File: src/hdl/wvr_pkg.sv
package wvr_pkg;

  localparam int DEPTH_DEF      = 512;
  localparam int PRICE_BITS_DEF = 24;

  localparam int STEP_BITS  = 6;
  localparam int WIN_BITS   = 9;
  localparam int STEP_MIN   = 2;
  localparam int STEP_MAX   = 32;
  localparam int STEP_RESET = 4;
  localparam int WIN_RESET  = 200;

  localparam int MIN_SAMPLES = 3;

  localparam int RATIO_BITS = 32;
  localparam int FRAC_BITS  = 16;

  localparam int CFG_IDX_BITS  = 4;
  localparam int CFG_DATA_BITS = 16;

  localparam logic [CFG_IDX_BITS-1:0] CFG_STEP_LENGTH   = CFG_IDX_BITS'(0);
  localparam logic [CFG_IDX_BITS-1:0] CFG_WINDOW_LENGTH = CFG_IDX_BITS'(1);

endpackage

File: src/hdl/wvr_div.sv
module wvr_div import wvr_pkg::*; #(
  parameter int ACC_W = 57
) (
  input  logic                           clk,
  input  logic                           rst_n,
  input  logic                           start,
  input  logic [ACC_W+STEP_BITS-1:0]     prod,
  input  logic [ACC_W-1:0]               den,
  output logic                           done,
  output logic [RATIO_BITS-1:0]          quot
);

  localparam int PROD_W = ACC_W + STEP_BITS;
  localparam int HI_W   = PROD_W - FRAC_BITS;
  localparam int CNT_W  = $clog2(RATIO_BITS + 1);

  logic                  busy_r;
  logic                  done_r;
  logic [CNT_W-1:0]      cnt_r;
  logic [ACC_W-1:0]      rem_r;
  logic [RATIO_BITS-1:0] shf_r;
  logic [RATIO_BITS-1:0] q_r;

  logic [HI_W-1:0]  hi;
  logic             sat;
  logic [ACC_W:0]   trial;
  logic [ACC_W:0]   diff;
  logic             ge;

  assign hi    = prod[PROD_W-1:FRAC_BITS];
  assign sat   = ACC_W'(hi) >= den;
  assign trial = {rem_r, shf_r[RATIO_BITS-1]};
  assign ge    = trial >= {1'b0, den};
  assign diff  = trial - {1'b0, den};

  always_ff @(posedge clk) begin
    if (!rst_n) begin
      busy_r <= 1'b0;
      done_r <= 1'b0;
      cnt_r  <= '0;
    end else begin
      done_r <= start ? sat : (busy_r && (cnt_r == CNT_W'(1)));
      if (start) begin
        if (sat) begin
          q_r    <= '1;
        end else begin
          rem_r  <= ACC_W'(hi);
          shf_r  <= {prod[FRAC_BITS-1:0], {(RATIO_BITS-FRAC_BITS){1'b0}}};
          q_r    <= '0;
          cnt_r  <= CNT_W'(RATIO_BITS);
          busy_r <= 1'b1;
        end
      end else if (busy_r) begin
        rem_r <= ge ? diff[ACC_W-1:0] : trial[ACC_W-1:0];
        shf_r <= {shf_r[RATIO_BITS-2:0], 1'b0};
        q_r   <= {q_r[RATIO_BITS-2:0], ge};
        cnt_r <= cnt_r - CNT_W'(1);
        if (cnt_r == CNT_W'(1)) begin
          busy_r <= 1'b0;
        end
      end
    end
  end

  assign done = done_r;
  assign quot = q_r;

endmodule

File: config.mk
export PLATFORM = sky130hd
export DESIGN_NAME = wvr_div
export DESIGN_NICKNAME = d
export VERILOG_FILES = /design/src/hdl/wvr_pkg.sv /design/src/hdl/wvr_div.sv
export SDC_FILE = /design/constraint.sdc
export NUM_CORES = 1
export LEC_CHECK = 0
export BUFFER_PORTS_ARGS = -buffer_cell sky130_fd_sc_hd__buf_2
export CAP_MARGIN = 20
export CORE_MARGIN = 3
export CORE_UTILIZATION = 40
export CTS_CLUSTER_SIZE = 12
export DETAILED_ROUTE_END_ITERATION = 16
export GPL_ROUTABILITY_DRIVEN = 0
export PLACE_DENSITY = 0.6
export SLEW_MARGIN = 40
export SYNTH_ARGS = -nofsm -noshare
export SYNTH_HDL_FRONTEND = slang
export SYNTH_SLANG_ARGS = --single-unit
File: constraint.sdc
create_clock -name clk -period 16.2 [get_ports clk]
set_clock_uncertainty 0.05 [all_clocks]
set_input_delay 3.24 -clock clk [delete_from_list [all_inputs] [get_ports clk]]
set_output_delay 3.24 -clock clk [all_outputs]
set_load 0.03 [all_outputs]
# [After elaboration in Yosys (flattened, before gate mapping)]
# Cells that the tools add are included.
[totals] ff_bits=129 in_bits=123 out_inout_bits=33 wordCells=35
[classes] addsub=2 magnitude_cmp=2 eq_ne=2 muxes=18 n_reduce_logical=5
[op_table] operator="57-bit 2-to-1 mux" count=4
[op_table] operator="32-bit 2-to-1 mux" count=6
[op_table] operator="58-bit by 57-bit >= comparator with 1-bit output" count=1
[op_table] operator="47-bit by 57-bit >= comparator with 1-bit output" count=1
[op_table] operator="57-bit subtractor" count=1
[op_table] operator="6-bit 2-to-1 mux" count=3
[op_table] operator="6-bit by 1-bit equality test with 1-bit output (second input constant)" count=1
[op_table] operator="6-bit by 1-bit subtractor with 6-bit output (second input constant)" count=1
[op_table] operator="1-bit 2-to-1 mux" count=5
[op_table] operator="2-bit AND reduction" count=2
[op_table] operator="3-bit AND reduction" count=1
[op_table] operator="2-bit != test (second input constant)" count=1
[op_table] operator="2-bit nonzero test" count=1
[op_table] operator="1-bit logical AND" count=1

# [Longest topological paths before layout]
[logic_depth] ltp_word=4 mapped_depth=16 ltp_nobuf=13

# [Worst setup path after synthesis]
# Ideal clock, no wire load.
[synth_path] path_kind="in2reg" start="input port den[30]" end="register rem_r[0], enable pin" setup_ps=439 arrival_ps=6910 required_ps=15711 path_slack_ps=8802 path_stages=12 n_path_buf=1 path_cell_list="inv_1 > ha_1 > a21o_1 > a21o_1 > a21oi_1 > o21ai_0 > a221o_1 > o21ai_0 > o31ai_1 > o211ai_1 > clkbuf_1 > and2_1"
[synth_between] elab_chain_cells=3
[synth_rtl] item="start, declared" line="wvr_div.sv:8" text="input logic [ACC_W-1:0] den,"
[synth_rtl] item="47-bit by 57-bit >= comparator with 1-bit output" line="wvr_div.sv:31" text="assign sat = ACC_W'(hi) >= den;"
[synth_rtl] item="2-bit != test (no line)"
[synth_rtl] item="3-bit AND reduction (no line)"
[synth_rtl] item="end signal, assigned" line="wvr_div.sv:47" text="rem_r <= ACC_W'(hi);"
[synth_rtl] item="end signal, assigned" line="wvr_div.sv:54" text="rem_r <= ge ? diff[ACC_W-1:0] : trial[ACC_W-1:0];"
[synth_rtl] item="end, declared" line="wvr_div.sv:20" text="logic [ACC_W-1:0] rem_r;"
# No other way between the ends.
# A chain may end at the register's enable or synchronous reset.

# [Worst setup path in the final report]
[layout_path] start="input port den[17]" end="register rem_r[29] (data pin)"
[layout_between] elab_chain_cells=4 elab_cells_between_ends=5 classes_between="1 x add/sub; 1 x order compare; 3 x mux"
[layout_rtl] item="57-bit subtractor or 58-bit by 57-bit >= comparator with 1-bit output (tied branches)" line="wvr_div.sv:34, wvr_div.sv:33"
[layout_rtl] item="57-bit 2-to-1 mux (*)" line="wvr_div.sv:54"
[layout_rtl] item="57-bit 2-to-1 mux (*)" line="wvr_div.sv:53" text="end else if (busy_r) begin"
[layout_rtl] item="57-bit 2-to-1 mux (*)" line="wvr_div.sv:43" text="if (start) begin"
# Every way passes the cells marked *; elsewhere a longest branch is shown, timed or not. The select of a mux whose other input is x is not followed.

==> metrics.md <==
| Metric | Value |
|---|---|
| Fillers | `2381` |
| Finished Cell Area | `roughly 11000 sq um` |
| Headroom to the max-slew limit | `0.507` |
| Clk network pwr share | `0.349` |
| Worst Tran Pin Value | `0.731 ns` |
| # rows | `56` |
| Worst setup EP type | `register` |
| Crit share post-route | `0.417` |
| Synth area leader | `edfxtp_1` |
| RSZ-0062 raised after global routing | `false` |
| Largest net degree at the start of global routing | `between 90 and 100` |
| First-pass GRT wire length | `44400 um` |
| Antenna violations before repair | `0` |
| Final hold vios | `0` |
| Max-cap violations | `0` |
| Wire length per cell | `roughly 17 um` |
| Initial core utilization | `0.414` |
| Flop pwr share | `0.330` |
| Core Region | `23800 sq um` |
| Clk sinks | `~110` |
| Critical Path RT | `16.32 ns` |
| HPWL Detailed | `21200 um` |
| Clk slew on worst S/H paths | `about 0.06 ns` |
| Critical Path Start Type | `primary input` |
| Synthesis Warnings | `0` |
| #FFs+latches synth | `113` |
| Post-Synthesis Net Count | `between 1k and 1.5k` |
| Avg Cell Area, Syn | `8.62 sq um` |
| Vias in the first global route | `8530` |
| Longest Clk Path Bufs | `2` |
| CTS tree | `yes` |
| WS Path Type | `primary input to register` |
| Peak supply drop | `roughly 51 uV` |
| PD cells | `96.4 nW/um^2` |
| Max Clk Rate | `0.148 GHz` |
| IO buf count | `around 160` |
| Layout cell share with drive strength beyond 1 | `0.180` |
| Worst-skew pair later-pin latency | `0.42 ns` |
| Sequential share of the synthesized area | `0.336` |
| Synth Flop Type | `edfxtp_1` |
| DRT Pass-1 Iters | `5` |
| NetSw | `0.000383 W` |
| LEAKAGE | `5.27 nW` |
| Synthesis-to-finish area growth | `16.4%` |
| Commonest non-fill, non-tap cell in the layout | `buf_2` |
| CTS root buffer | `clkbuf_16` |
| Placed cell area | `10900 sq um` |
| Worst-path fanout max | `43` |
| Post-Syn Area | `around 9900 sq um` |
| Final setup fails | `0` |
| Drt initial violations | `884` |
| # DRC | `0` |
| GRT Residual Overflow | `0` |
| Final-stage net count | `1502` |
| HP Class | `register to register` |
| Post-synth EDFFs | `105` |
| Inserted Diodes | `0` |
| Synth top area share | `0.320` |
| Min Tclk post-route | `between 6 and 7 ns` |
| Die area | `26600 sq um` |
| Setup bufs post-CTS | `0` |
| Int Power | `0.000724 W` |
| Final ANT Viol Nets | `0` |
| Status | `finished clean` |
| Detailed-route vias per instance | `approximately 5.5` |
| Hold-fix buffers, CTS | `0` |
| Final slew viol count | `0` |
| Final TNS setup | `0 ns` |
| Gr usage total | `0.209` |
| Synth Instances | `1145` |
| Post_cts resized | `0` |
| Crit path DAT | `6.88 ns` |
| Die H | `163 um` |
| DIE WIDTH | `163 um` |
| TritonCTS Buffers | `17` |
| Comb pwr share | `0.321` |
| Sw Ratio | `0.346` |
| Leading post-synthesis cells by cell area | `edfxtp_1 (32%), ha_1 (13%), nand2_1 (5.0%), a21o_1 (4.6%), a21oi_1 (4.2%)` |
| Post-synthesis async set-or-reset flop share | `0` |
| Yosys cell types | `69` |
| Top Ports | `156` |
| Routed vias | `8853` |
| Detailed Route WL | `27800 um` |
| Commonest cells after routing, fill and taps aside | `buf_2 (155), nand2_1 (130), ha_1 (106)` |
| H-tree levels | `4` |
## routing by layer
layer  share of wire  wire length (um)  global-route usage  up-vias
li1                -                 -                   -     4441
met1            0.48             13300               0.299     4122
met2            0.45             12600               0.329      261
met3           0.050              1400              0.0289       29
met4           0.019               535              0.0607        0
met5               0                 0                   0        -
## worst max-delay path, stage by stage
cell	delay (ns)
buf_2	0.08
inv_1	0.05
ha_1	0.38
a21oi_1	0.33
o211ai_1	0.16
a221oi_1	0.31
nand3_1	0.25
nand4_2	0.20
a2111oi_4	0.09
o21ai_2	0.28
and2_2	0.49
buf_4	0.54
o21ai_0	0.18
mux2_2	0.29
## sequential cells by signal, summed over array words and instances (netlist names)
| signal | cells |
|---|---|
| shf_r | 16 |
| rem_r | 57 |
| cnt_r | 6 |
| quot | 32 |
| done | 1 |
| busy_r | 1 |
## synth_stat cells, types with 22 or more instances
library cell / instances
edfxtp_1: 105
nand3_1: 22
nor2_1: 77
xnor2_1: 27
clkbuf_1: 37
inv_1: 104
nand2_1: 131
ha_1: 106
a21o_1: 61
o21ai_0: 76
a31oi_1: 39
nand4_1: 26
a21oi_1: 83
## final timing paths
path / depth (start not counted) / slack [ns] / from / end
worst min-delay path: 1 / 0.49 / cnt_r[5]$_SDFFE_PN0P_ / cnt_r[5]$_SDFFE_PN0P_
worst max-delay path: 14 / 9.44 / den[17] / rem_r[29]$_DFFE_PP_
worst min register to register: 1 / 0.49 / cnt_r[5]$_SDFFE_PN0P_ / cnt_r[5]$_SDFFE_PN0P_
worst max register to register: 12 / 11.95 / rem_r[16]$_DFFE_PP_ / rem_r[29]$_DFFE_PP_
## power groups by stage
stage | logic [W] | clock network (W) | registers, W
final | 0.000355 | 0.000386 | 0.000366
after global routing | 0.000396 | 0.000406 | 0.000368
after CTS | 0.000354 | 0.000394 | 0.000365
after detailed placement | 0.000351 | 0 | 0.000371
after global placement | 0.000348 | 0 | 0.000371
after floorplan | 0.000253 | 0 | 0.000377
## through the flow
| step | setup WS (ns) | hold slack [ns] | utilization | cells | total power [W] |
|---|---|---|---|---|---|
| floorplan | 8.80 | 0.443 | - | 1145 | 0.000631 |
| global placement | 9.08 | 0.460 | 0.456 | 1571 | 0.000719 |
| detailed placement | 8.95 | 0.465 | 0.457 | 1572 | 0.000722 |
| CTS | 9.36 | 0.488 | 0.482 | 1604 | 0.00111 |
| global route | 9.22 | 0.498 | 0.482 | 1604 | 0.00117 |
| finish | 9.44 | 0.491 | 0.482 | 1604 | 0.00111 |
## kinds of logic after synthesis
group	Yosys count	share of synthesized area
AO/OA/AOI/OAI	362	0.239
buffers and inverters	158	0.0631
multiplexers	20	0.0226
flip-flops	113	0.336
XOR/XNOR	46	0.0408
AND/OR/NAND/NOR	339	0.163
adder cells (fa/ha/maj)	107	0.136
## layout make-up
class                   instances  area (sq um)  area share
multi-input cells             874          5940       0.517
flip-flops and latches        113          3310       0.289
repair buffers                162           845      0.0735
clock buffers                  17           425      0.0370
well taps                     319           399      0.0348
inverters                     104           390      0.0340
clock inverters                15           174      0.0151
Power figures use the tool's default switching activity.
